--- src/rtl/rbi_pkg.sv ---
`timescale 1ns / 1ps
package rbi_pkg;
	// register map
	localparam int unsigned CFG_TOL = 0;
	localparam int unsigned CFG_LIM = 1;
	localparam int unsigned CFG_IW  = 2;
	localparam int unsigned CFG_DW  = 32;

	localparam logic [30:0] TOL_RST = 31'd26844;
	localparam logic [3:0]  LIM_RST = 4'd10;
	localparam int unsigned DEF_MAX_LEVELS = 10;

	// multiplier: 48x48 magnitudes in 24-bit pieces
	localparam int unsigned MW = 48;
	localparam int unsigned HW = 24;
	localparam int unsigned PW = 96;

	// divider
	localparam int unsigned DVW = 61;	// dividend
	localparam int unsigned DSW = 53;	// divisor
	localparam int unsigned QW  = 58;	// quotient
	localparam int unsigned NBW = 6;	// quotient bit count
	localparam int unsigned SW  = 88;	// shifted divisor
	localparam logic [NBW-1:0] DIV_F_BITS = 6'd33;
	localparam logic [NBW-1:0] DIV_X_BITS = 6'd58;
endpackage

--- src/rtl/rbi_mul.sv ---
`timescale 1ns / 1ps
module rbi_mul import rbi_pkg::*; (
	input  logic          clk,
	input  logic          arst_n,
	input  logic          go,
	input  logic [MW-1:0] a,
	input  logic [MW-1:0] b,
	output logic          done,
	output logic [PW-1:0] prod
);
	logic [MW-1:0]   a_q, b_q;
	logic [1:0]      cnt_q;
	logic            run_q, pv_s1, last_s1;
	logic [2*HW-1:0] pp_s1;
	logic [1:0]      psh_s1;
	logic [HW-1:0]   ah, bh;

	assign ah = cnt_q[0] ? a_q[MW-1:HW] : a_q[HW-1:0];
	assign bh = cnt_q[1] ? b_q[MW-1:HW] : b_q[HW-1:0];

	always_ff @(posedge clk or negedge arst_n) begin
		if (!arst_n) begin
			run_q   <= 1'b0;
			pv_s1   <= 1'b0;
			last_s1 <= 1'b0;
			done    <= 1'b0;
			cnt_q   <= '0;
		end else begin
			pv_s1   <= run_q;
			last_s1 <= run_q && (cnt_q == 2'd3);
			done    <= pv_s1 && last_s1;
			if (go) begin
				run_q <= 1'b1;
				cnt_q <= '0;
			end else if (run_q) begin
				cnt_q <= cnt_q + 2'd1;
				if (cnt_q == 2'd3)
					run_q <= 1'b0;
			end
		end
	end

	always_ff @(posedge clk) begin
		if (go) begin
			a_q  <= a;
			b_q  <= b;
			prod <= '0;
		end else if (pv_s1) begin
			prod <= prod + (PW'(pp_s1) << (psh_s1 * HW));
		end
		pp_s1  <= ah * bh;
		psh_s1 <= {1'b0, cnt_q[0]} + {1'b0, cnt_q[1]};
	end
endmodule

--- config.mk ---
export PLATFORM = sky130hd
export DESIGN_NAME = rbi_mul
export DESIGN_NICKNAME = d
export VERILOG_FILES = /design/src/rtl/rbi_pkg.sv /design/src/rtl/rbi_mul.sv
export SDC_FILE = /design/constraint.sdc
export NUM_CORES = 2
export LEC_CHECK = 0
export BUFFER_PORTS_ARGS = -buffer_cell sky130_fd_sc_hd__buf_2
export CAP_MARGIN = 25
export CORE_AREA = 2 2 317 319
export CTS_CLUSTER_SIZE = 14
export DETAILED_ROUTE_END_ITERATION = 6
export DIE_AREA = 0 0 319 321
export SYNTH_ARGS = -nofsm -noshare
export SYNTH_HDL_FRONTEND = slang
export SYNTH_SLANG_ARGS = --single-unit
--- constraint.sdc ---
create_clock -name clk -period 11.5 [get_ports clk]
set_clock_uncertainty 0.15 [all_clocks]
set_input_delay 1.725 -clock clk [delete_from_list [all_inputs] [get_ports clk]]
set_output_delay 1.725 -clock clk [all_outputs]
set_load 0.01 [all_outputs]
### After elaboration in Yosys (flattened, before gate mapping)

Index checks and enable logic that the tools add are counted.

| storage, ports and cells | value |
|---|---|
| register bits | 248 |
| output and inout port bits | 97 |
| logic and storage cells | 27 |

| operators by class | value |
|---|---|
| add/sub/neg operators | 3 |
| multiply operators | 2 |
| eq/ne operators | 1 |
| shift operators | 1 |
| multiplexer cells | 7 |
| reduce and logical (&&, ||, !) cells | 3 |

Operators with widths:

| operator | number |
|---|---|
| adder 96 bit | 1 |
| << shifter 48 x 7 -> 96 bit | 1 |
| multiplier 24 x 24 -> 48 bit | 1 |
| two-way mux 24 bit | 2 |
| multiplier 2 x 2 -> 4 bit (second input constant) | 1 |
| two-way mux 2 bit | 2 |
| two-way mux 1 bit | 3 |
| adder 1 x 1 -> 2 bit | 1 |
| adder 2 x 1 -> 2 bit (second input constant) | 1 |
| equality test 2 bit (second input constant) | 1 |
| logical AND 1 bit | 2 |
| nonzero test 2 bit | 1 |

### Depth between registers and ports, before layout

| depth | value |
|---|---|
| word-level depth | 4 |
| gate-level depth with buffers | 31 |
| gate-level depth less buffers | 28 |

### Least setup slack after synthesis

Ideal clock, no wire load.

| timing path | value |
|---|---|
| path type | flip-flop to flip-flop |
| start point | reg cnt_q[0] |
| end point | reg pp_s1[45] |
| setup time | 0.072 ns |
| data arrival time | 7.864 ns |
| slack | 3.414 ns |
| stages on the path, launching flop included | 29 |
| path buffers | 3 |
| clock period less this slack | 8.086 ns |
| cells stage by stage | dfrtp_1 -> clkbuf_1 -> clkbuf_1 -> clkbuf_1 -> mux2i_1 -> nor2_1 -> fa_1 -> fa_1 -> inv_1 -> fa_1 -> fa_1 -> inv_1 -> fa_1 -> fa_1 -> inv_1 -> fa_1 -> inv_1 -> ha_1 -> a21o_1 -> a21o_1 -> a21o_1 -> a21oi_1 -> or3b_1 -> a211o_1 -> nand3_1 -> a31oi_1 -> a311o_1 -> a21oi_1 -> xnor2_1 |

| on the way | value |
|---|---|
| cells in the longest elaborated chain, start to end | 2 |

RTL lines:

| item | RTL line | RTL |
|---|---|---|
| start, declared | rbi_mul.sv:12 | `logic [1:0] cnt_q;` |
| start signal, assigned | rbi_mul.sv:36 | `cnt_q <= cnt_q + 2'd1;` |
| two-way mux 24 bit | rbi_mul.sv:18 | `assign ah = cnt_q[0] ? a_q[MW-1:HW] : a_q[HW-1:0];` |
| multiplier 24 x 24 -> 48 bit | rbi_mul.sv:51 | `pp_s1 <= ah * bh;` |
| end signal, assigned | rbi_mul.sv:51 |  |
| end, declared | rbi_mul.sv:14 | `logic [2*HW-1:0] pp_s1;` |

Every way passes these cells.
A chain may end at the register's enable or synchronous reset.

### Worst setup path after layout

Same ends and word-level chain as after synthesis.

==> metrics.yaml <==
critical_path:
  critPathRequiredTime_ns: 11.90
  crit_type: "reg2reg"
  worstPathMaxFanout: 37
  startpoint_type: "flip-flop"
  cp.arrival_ns: 9.29
  end_kind: "flip-flop"
global_route:
  grt.total_usage: 0.224
  grt_start_max_net_pins: 88
  grt_first_pass_wirelength_mm: 176
  grt_pass1_vias: 29100
  overflow: 0
  antenna_found_initial: 1
clock_network:
  cts_tree: "yes"
  cts_hold_buf: 0
  cts_buffers: 27
  clk_latency_ns: 0.62
  cts_buffer_depth: 3
  post_cts_buffers: 0
  cts_htree_levels: 1
  postCtsResizedCells: 0
  root_buffer: "clkbuf_16"
  clkSlewWorstSetupHoldPaths_ns: 0.07
  clock_sinks: 248
placed_design:
  portBuffers: 195
  place_congestion: 0.966
  post-dp-hpwl_mm: 92.8
worst_hold_path:
  hold_class: "reg2reg"
synth:
  async_flop_share: 0.0242
  syn-num-nets: 4842
  ys_seq_area_frac: 0.173
  synth_cell_types: 86
  ys.flop_type: "dfxtp_1"
  syn_area_um2: 34400
  synth_edf_count: 96
  avgSynthCellArea_um2: 8.61
  synth_cells: 3988
  ys_ff_latch: 248
  ys_warn_count: 0
outcome:
  violations: "design-rule violations"
  status: "complete, but fails checks"
finish:
  nets: 4925
  syn2layout_area_growth_pct: 9.51
  drive_gt1_frac: 0.0985
  mostFrequentLayoutCells: "596 x inv_1, 507 x nor2_1, 501 x nand2_1, 483 x fa_1, 271 x ha_1"
  final_common_cell: "inv_1"
routing:
  antenna_left: 0
  drc: 16
  vias: 28500
  routed_wl_mm: 115
  routed_via_density: 5.28
  drt_iter0_markers: 2168
  avgRoutedWirePerCell_um: 21.4
  first_pass_iters: 7
floorplan:
  start_util: 0.346
  die_w_um: 319
  io_pins: 196
  rows: 116
  die_h_um: 321
  core-area_um2: 99300
  die_area_um2: 102000
timing:
  slew_violations: 0
  fmax_ghz: 0.112
  final-setup-viol-count: 0
  hold_violations: 0
  finalCriticalPeriod_ns: 8.89
  slew_headroom: 0.301
  fin_setup_tns_ns: 0
  period_share: 0.773
  rsz0062_at_grt: "false"
  timing_worst_slew_pin_value_ns: 1.02
job:
  maxCapViolCount: 0
[critical path, stage by stage (launching register included)]
cell	delay (ns)
dfrtp_2	1.04
mux2i_1	0.93
nor2_1	0.19
fa_1	0.56
fa_1	0.51
inv_1	0.05
fa_1	0.46
fa_1	0.52
inv_1	0.06
fa_1	0.49
fa_1	0.50
inv_1	0.06
fa_1	0.49
inv_1	0.05
ha_1	0.34
a21o_1	0.20
a21o_1	0.18
a21o_1	0.17
a21oi_1	0.27
or3b_1	0.38
a211o_1	0.27
nand3_1	0.11
a31oi_1	0.13
a311o_1	0.37
a21oi_1	0.18
xnor2_1	0.14
[metrics by stage]
step	cell area, um2	setup WS (ns)	std cells	hold WS (ns)	util
after floorplan	34400	3.41	3988	0.284	-
after global routing	37600	2.19	5389	0.323	0.379
after CTS	37600	2.67	5386	0.315	0.379
after detailed placement	36700	2.66	5337	0.297	0.369
after global placement	36600	2.41	5332	0.301	0.369
final	37600	2.61	5391	0.310	0.379
[final cells by class]
class / count / area (um2)
Antenna cell: 2 / 5.00
Clock buffer: 30 / 697
Clock inverter: 19 / 230
Tap cell: 1298 / 1620
Sequential cell: 248 / 5960
Fill cell: 10300 / 61700
Timing Repair Buffer: 247 / 1400
Multi-Input combinational cell: 2950 / 25500
Inverter: 597 / 2240
[per-layer routing]
metal  GRT usage  share of wire
met1       0.292           0.42
met2       0.373           0.46
met3      0.0359          0.075
met4      0.0855          0.045
met5           0              0
[flip-flops by register name, indices dropped and copies added (netlist names)]
| signal | count |
|---|---|
| last_s1 | 1 |
| done | 1 |
| run_q | 1 |
| prod | 96 |
| pv_s1 | 1 |
| a_q | 48 |
| psh_s1 | 2 |
| b_q | 48 |
| pp_s1 | 48 |
| cnt_q | 2 |
[cells in the mapped netlist (48+ instances only)]
master      n  area [um2]
dfxtp_1   146        2920
fa_1      483        9670
o21ai_0   146         731
mux2i_1   113        1130
mux2_2     68         766
ha_1      272        3400
edfxtp_1   96        2880
a21oi_1   188         941
a21o_1     80         601
inv_1     596        2240
nand2_1   501        1880
nor2_1    508        1910
xnor2_1    79         692
xor2_1     48         420
clkbuf_1  171         642
[cells by family (layout without fill, tap and decap cells)]
family                   after synthesis  after routing  synth area share
AO/OA/AOI/OAI                        663            663             0.123
other                                  0              2                 0
AND/OR/NAND/NOR                     1223           1223             0.149
buffers and inverters                790            893            0.0868
XOR/XNOR                             127            127            0.0324
adder cells (fa/ha/maj)              755            755             0.381
multiplexers                         182            182            0.0555
flip-flops                           248            248             0.173
[path summary, 6_finish.rpt]
check / startpoint / to / slack, ns / depth (start not counted)
max: cnt_q[0]$_DFFE_PN0P_ / pp_s1[45]$_DFF_P_ / 2.61 / 25
min in group asynchronous: arst_n / done$_DFF_PN0_ / 0.79 / 1
min reg2reg: last_s1$_DFF_PN0_ / done$_DFF_PN0_ / 0.31 / 1
max in group asynchronous: arst_n / cnt_q[0]$_DFFE_PN0P_ / 10.18 / 1
min: last_s1$_DFF_PN0_ / done$_DFF_PN0_ / 0.31 / 1
max reg2reg: cnt_q[0]$_DFFE_PN0P_ / pp_s1[45]$_DFF_P_ / 2.61 / 25
Power is not shown: default switching activity piles up to over one toggle a cycle in this logic, so the estimate is an artifact.
