--- config.mk ---
export PLATFORM = sky130hd
export DESIGN_NAME = rbi_div
export DESIGN_NICKNAME = d
export VERILOG_FILES = /design/src/rtl/rbi_pkg.sv /design/src/rtl/rbi_div.sv
export SDC_FILE = /design/constraint.sdc
export NUM_CORES = 1
export LEC_CHECK = 0
export BUFFER_PORTS_ARGS = -buffer_cell sky130_fd_sc_hd__clkbuf_2
export CAP_MARGIN = 20
export CORE_MARGIN = 8
export CORE_UTILIZATION = 25
export CTS_CLUSTER_DIAMETER = 80
export CTS_CLUSTER_SIZE = 40
export DETAILED_ROUTE_END_ITERATION = 16
export GPL_TIMING_DRIVEN = 0
export PLACE_DENSITY = 0.4
export REMOVE_ABC_BUFFERS = 1
export SYNTH_ARGS = -nofsm -noshare
export SYNTH_HDL_FRONTEND = slang
export SYNTH_SLANG_ARGS = --single-unit
export TNS_END_PERCENT = 5
--- constraint.sdc ---
create_clock -name clk -period 8.3 [get_ports clk]
set_clock_uncertainty 0.1 [all_clocks]
set_input_delay 2.075 -clock clk [delete_from_list [all_inputs] [get_ports clk]]
set_output_delay 2.075 -clock clk [all_outputs]
set_load 0.005 [all_outputs]
--- src/rtl/rbi_pkg.sv ---
`timescale 1ns / 1ps
package rbi_pkg;
	// register map
	localparam int unsigned CFG_TOL = 0;
	localparam int unsigned CFG_LIM = 1;
	localparam int unsigned CFG_IW  = 2;
	localparam int unsigned CFG_DW  = 32;

	localparam logic [30:0] TOL_RST = 31'd26844;
	localparam logic [3:0]  LIM_RST = 4'd10;
	localparam int unsigned DEF_MAX_LEVELS = 10;

	// multiplier: 48x48 magnitudes in 24-bit pieces
	localparam int unsigned MW = 48;
	localparam int unsigned HW = 24;
	localparam int unsigned PW = 96;

	// divider
	localparam int unsigned DVW = 61;	// dividend
	localparam int unsigned DSW = 53;	// divisor
	localparam int unsigned QW  = 58;	// quotient
	localparam int unsigned NBW = 6;	// quotient bit count
	localparam int unsigned SW  = 88;	// shifted divisor
	localparam logic [NBW-1:0] DIV_F_BITS = 6'd33;
	localparam logic [NBW-1:0] DIV_X_BITS = 6'd58;
endpackage

--- src/rtl/rbi_div.sv ---
`timescale 1ns / 1ps
module rbi_div import rbi_pkg::*; (
	input  logic           clk,
	input  logic           arst_n,
	input  logic           go,
	input  logic [DVW-1:0] dividend,
	input  logic [DSW-1:0] divisor,
	input  logic [NBW-1:0] nbits,
	output logic           done,
	output logic [QW-1:0]  quot
);
	logic [DVW-1:0] rem_q;
	logic [SW-1:0]  dsh_q;
	logic [NBW-1:0] cnt_q;
	logic           run_q, ge;

	assign ge = SW'(rem_q) >= dsh_q;

	always_ff @(posedge clk or negedge arst_n) begin
		if (!arst_n) begin
			run_q <= 1'b0;
			done  <= 1'b0;
			cnt_q <= '0;
		end else begin
			done <= 1'b0;
			if (go) begin
				run_q <= 1'b1;
				cnt_q <= nbits;
			end else if (run_q) begin
				cnt_q <= cnt_q - NBW'(1);
				if (cnt_q == NBW'(1)) begin
					run_q <= 1'b0;
					done  <= 1'b1;
				end
			end
		end
	end

	// restoring division, one quotient bit per cycle, top bit first
	always_ff @(posedge clk) begin
		if (go) begin
			rem_q <= dividend;
			dsh_q <= SW'(divisor) << (nbits - NBW'(1));
			quot  <= '0;
		end else if (run_q) begin
			if (ge)
				rem_q <= rem_q - dsh_q[DVW-1:0];
			quot  <= {quot[QW-2:0], ge};
			dsh_q <= dsh_q >> 1;
		end
	end
endmodule

Word level (Yosys, flattened, before mapping)
Index checks and enable logic that the tools add are counted.
{ "op_classes": {"add_sub_neg": 3, "magnitude_cmp": 1, "n_eq_ne": 1, "n_shift": 1, "mux": 13, "n_reduce_logical": 3} }
{ "op_table": {"columns": ["op", "count"], "rows": [
  ["two-way mux 61 bit", 3],
  ["two-way mux 88 bit", 2],
  [">= comparator 61 x 88 -> 1 bit", 1],
  ["left shift 53 x 6 -> 88 bit", 1],
  ["subtractor 61 bit", 1],
  ["two-way mux 6 bit", 2],
  ["subtractor 6 x 1 -> 6 bit (second input constant)", 2],
  ["equality test 6 x 1 -> 1 bit (second input constant)", 1],
  ["two-way mux 1 bit", 6],
  ["nonzero test 2 bit", 2],
  ["AND reduction 2 bit", 1]
]} }
{ "totals": {"ff_bits": 215, "in_bits": 123, "out_inout_bits": 59} }

Logic depth before layout (Yosys ltp)
{ "depth": {"depth_word": 4, "ltp_mapped": 16, "depth_no_buf": 12} }

Worst setup path before layout
Ideal clock, no wire load.
{ "synth_path": {"path_kind": "in2reg", "from": "input port go", "to": "register dsh_q[0], enable pin", "setup_ps": 441, "arrival_time_ps": 4717, "required_time_ps": 7759, "setup_slack_ps": 3041, "cell_stages": 5, "cell_sequence": "clkbuf_1 -> clkbuf_1 -> clkbuf_1 -> nor2_1 -> inv_1"} }
{ "synth_via": {"elab_chain_cells": 1} }
{ "synth_lines": {"columns": ["item", "line_no", "source"], "rows": [
  ["start: declaration", "rbi_div.sv:5", "input logic go,"],
  ["nonzero test 2 bit (no source line)", null, null],
  ["end signal: assignment", "rbi_div.sv:43", "dsh_q <= SW'(divisor) << (nbits - NBW'(1));"],
  ["end signal: assignment", "rbi_div.sv:49", "dsh_q <= dsh_q >> 1;"],
  ["end: declaration", "rbi_div.sv:13", "logic [SW-1:0] dsh_q;"]
]} }
Every way passes these cells.
A chain may end at the register's enable or synchronous reset.

Worst setup path in the final report
{ "layout_path": {"from": "input port nbits[0]", "to": "register dsh_q[62], data pin"} }
{ "layout_via": {"elab_chain_cells": 3} }
{ "layout_lines": {"columns": ["item", "line_no", "source"], "rows": [
  ["start: declaration", "rbi_div.sv:8", "input logic [NBW-1:0] nbits,"],
  ["subtractor 6 x 1 -> 6 bit", "rbi_div.sv:43", null],
  ["left shift 53 x 6 -> 88 bit", "rbi_div.sv:43", null],
  ["two-way mux 88 bit", "rbi_div.sv:41", "if (go) begin"]
]} }
Every way passes these cells.

==> metrics <==
outcome completed; H-tree depth 1; CTS Root Cell clkbuf_16; Avg WL per Cell 20.3 um; vias 13974; switching power 1870 uW; CTS tree done; All-Layer GR Usage 0.147; Reg2Reg Depth 12; Max-slew headroom 0.371; Vias/cell 5.05; Num CTS Buffers 21; endpoints failing setup 0; CP required approximately 8.5 ns; Die Wd between 200 and 300 um; Antenna Diode Count 0; Avg Inst Size Synth roughly 9 um^2; r2r endpoint rem_q[2]; worst hold path class register to register; CTS clk-pin slew, worst paths 0.09 ns; crit share post-route 0.799; Adder-Cell Fraction of Synth Area 0.0511; Critical Path Start Type input pin; Layout area overhead 16.6%; ys async rst share 0.0372; hold slack slightly above 0.4 ns; CP endpoint kind register; largest family of logic cells by synthesized area compound AO/OA/AOI/OAI gates; Initial DRT Pass Iterations 5; largest area contributor in the netlist edfxtp_1; multiplexer share of the synthesized area 0.136; critical hold path startpoint quot[57]; Pwr Total between 4000 and 5000 uW; Post-DRT Antenna Nets 0; footprint of the multi-input gates about 9500 um^2; post-synth top area share 0.278; clock tree buffer depth 3; flip-flop and latch area roughly 6000 um^2; # Post-CTS Setup Buffers 0; Worst Hold End quot[57]; RSZ-0062 raised after global routing false; worst r2r src dsh_q[13]; PwrDens about 240 nW/um^2; post-CTS sizing 0; # port buffers about 180; first-pass GRT wire length 85200 um; Hold Buf Count CTS 0; final wirelength between 50000 and 60000 um; EDFF count, synth ~150; DRC viols 0; max_cap viols 0; Pint between 2000 and 3000 uW; highest clock rate ~0.15 GHz; placed cell count 2730; Hold Crit Depth 2; Skew-Pair Late Insertion Delay about 0.56 ns; synthesized area 16100 um^2; YS warnings 0; r2r setup slk approximately 4.1 ns; core area around 64000 um^2; Nets ~2100; sequential-to-total area share from yosys stat 0.363; flops & latches, synth roughly 220; Synth area leaders edfxtp_1 (28%), dfxtp_1 (7.2%), mux2i_1 (6.5%); hpwl dp 43900 um; worst vdd ir 0.131 mV; RePlAce Congestion roughly 0.86; final hold vios 0; Simple-Gate Fraction of Synth Area 0.162; arrival time worst endpoint about 6.8 ns; Setup Crit Path Kind input pin to register; Max FO, Critical Path 53; Reg power frac 0.313; number of distinct library cells after synthesis 84; fin cells roughly 2800; Leakage around 0.0080 uW; Die Height about 270 um; full die area around 73000 um^2; Worst-Margin Slew 0.939 ns; Sw Share 0.410; largest net degree at the start of global routing 111; row count 93; Final Max Tran Viols 0; IO Count between 150 and 200; Comb pwr share 0.447; initial core utilization 0.251; clock sinks between 200 and 250; number of global-route vias before repair around 14000; initial antenna violation count 0; Synth Flop Type edfxtp_1; clock share of power 0.240; total grt overflow 0; Final Critical Period ~6.6 ns; Mapped Cells 1801; XOR/XNOR Fraction of Synth Area 0.0320; layout cells sized above 1 0.173; initial DRC count ~970; post-synthesis compound-gate area fraction 0.202; number of fill cells around 7000
[sequential cells by signal, indices dropped and copies added, names as in the netlist]
| signal | cells |
|---|---|
| cnt_q | 6 |
| quot | 58 |
| run_q | 1 |
| done | 1 |
| rem_q | 61 |
| dsh_q | 88 |
[synthesized netlist by cell type (15+ instances only)]
master    number
nand2_1      259
nor2_1       162
edfxtp_1     149
a21oi_1      123
o21ai_0      123
mux2i_1      105
inv_1         87
clkbuf_1      77
ha_1          64
dfxtp_1       58
a21o_1        51
mux4_2        43
o22ai_1       37
buf_2         30
nand3_1       30
xnor2_1       30
xor2_1        25
nor3_1        21
a31oi_1       18
and3_1        17
mux2_2        15
o211ai_1      15
[kinds of logic after synthesis]
| group | Yosys count |
|---|---|
| AO/OA/AOI/OAI | 503 |
| AND/OR/NAND/NOR | 585 |
| multiplexers | 163 |
| flip-flops | 215 |
| buffers and inverters | 213 |
| adder cells (fa/ha/maj) | 65 |
| XOR/XNOR | 57 |
[worst max-delay path, stage by stage]
cell and delay (ns):
clkbuf_4 0.20, buf_16 0.30, clkinv_1 0.40, ha_2 0.69, buf_12 0.29, mux2_2 0.39
a22o_1 0.26, mux2i_1 0.54, nor2_1 0.09, a21oi_1 0.57, nand2_1 0.13, o21ai_0 0.33
a21oi_1 0.16, mux2_2 0.28
[layout make-up]
| class | instances | area share |
|---|---|---|
| repair buffers | 198 | 0.0668 |
| inverters | 89 | 0.0180 |
| clock inverters | 16 | 0.0125 |
| well taps | 855 | 0.0571 |
| flip-flops and latches | 215 | 0.312 |
| clock buffers | 22 | 0.0288 |
| multi-input cells | 1373 | 0.505 |
[power by group through the flow]
stage | clock network (uW) | registers, uW | logic (uW)
2_1_floorplan | 0 | 1420 | 1440
3_3_place_gp | 0 | 1460 | 2010
3_5_place_dp | 0 | 1450 | 2030
4_1_cts | 1130 | 1430 | 2040
5_1_grt | 1160 | 1440 | 2260
6_report | 1090 | 1430 | 2040
[routing by layer]
metal / part of all wire / up-vias / track usage
li1: - / 6833 / -
met3: 0.043 / 53 / 0.0217
met5: 0 / - / 0
met4: 0.021 / 0 / 0.0324
met2: 0.47 / 306 / 0.248
met1: 0.46 / 6782 / 0.197
[worst max path at each step]
stage                      endpoint  cells past startpoint  slack [ns]      from
after detailed placement  dsh_q[62]                     14        1.20  nbits[0]
after global placement     rem_q[0]                      3       -3.50        go
final                     dsh_q[62]                     14        1.67  nbits[0]
after CTS                 dsh_q[62]                     14        1.78  nbits[0]
after floorplan           dsh_q[62]                     10        1.33  nbits[0]
after global routing      dsh_q[62]                     14        1.52  nbits[0]
[placed cells by master (no fill, tap or decap), types with 12 or more instances in the layout]
cell | synthesis | routed
a21o_1 | 51 | 51
a21oi_1 | 123 | 123
a31oi_1 | 18 | 18
and3_1 | 17 | 17
clkbuf_16 | 0 | 21
clkbuf_2 | 2 | 179
dfxtp_1 | 58 | 58
edfxtp_1 | 149 | 149
ha_1 | 64 | 63
inv_1 | 87 | 86
mux2_2 | 15 | 15
mux2i_1 | 105 | 105
mux4_2 | 43 | 43
nand2_1 | 259 | 258
nand3_1 | 30 | 30
nand4_1 | 14 | 14
nor2_1 | 162 | 162
nor2b_1 | 12 | 12
nor3_1 | 21 | 21
nor4_1 | 13 | 13
o211ai_1 | 15 | 15
o21a_1 | 12 | 12
o21ai_0 | 123 | 123
o22ai_1 | 37 | 37
xnor2_1 | 30 | 27
xor2_1 | 25 | 22
[stage by stage]
stage	TNS, ns	utilization	cell area [um^2]	setup slack (ns)
after detailed placement	0	0.281	18000	1.20
final	0	0.293	18700	1.67
after global routing	0	0.293	18700	1.52
after floorplan	0	-	15600	1.33
after global placement	-584.35	0.274	17500	-3.50
after CTS	0	0.293	18700	1.78
Power figures use the tool's default switching activity.
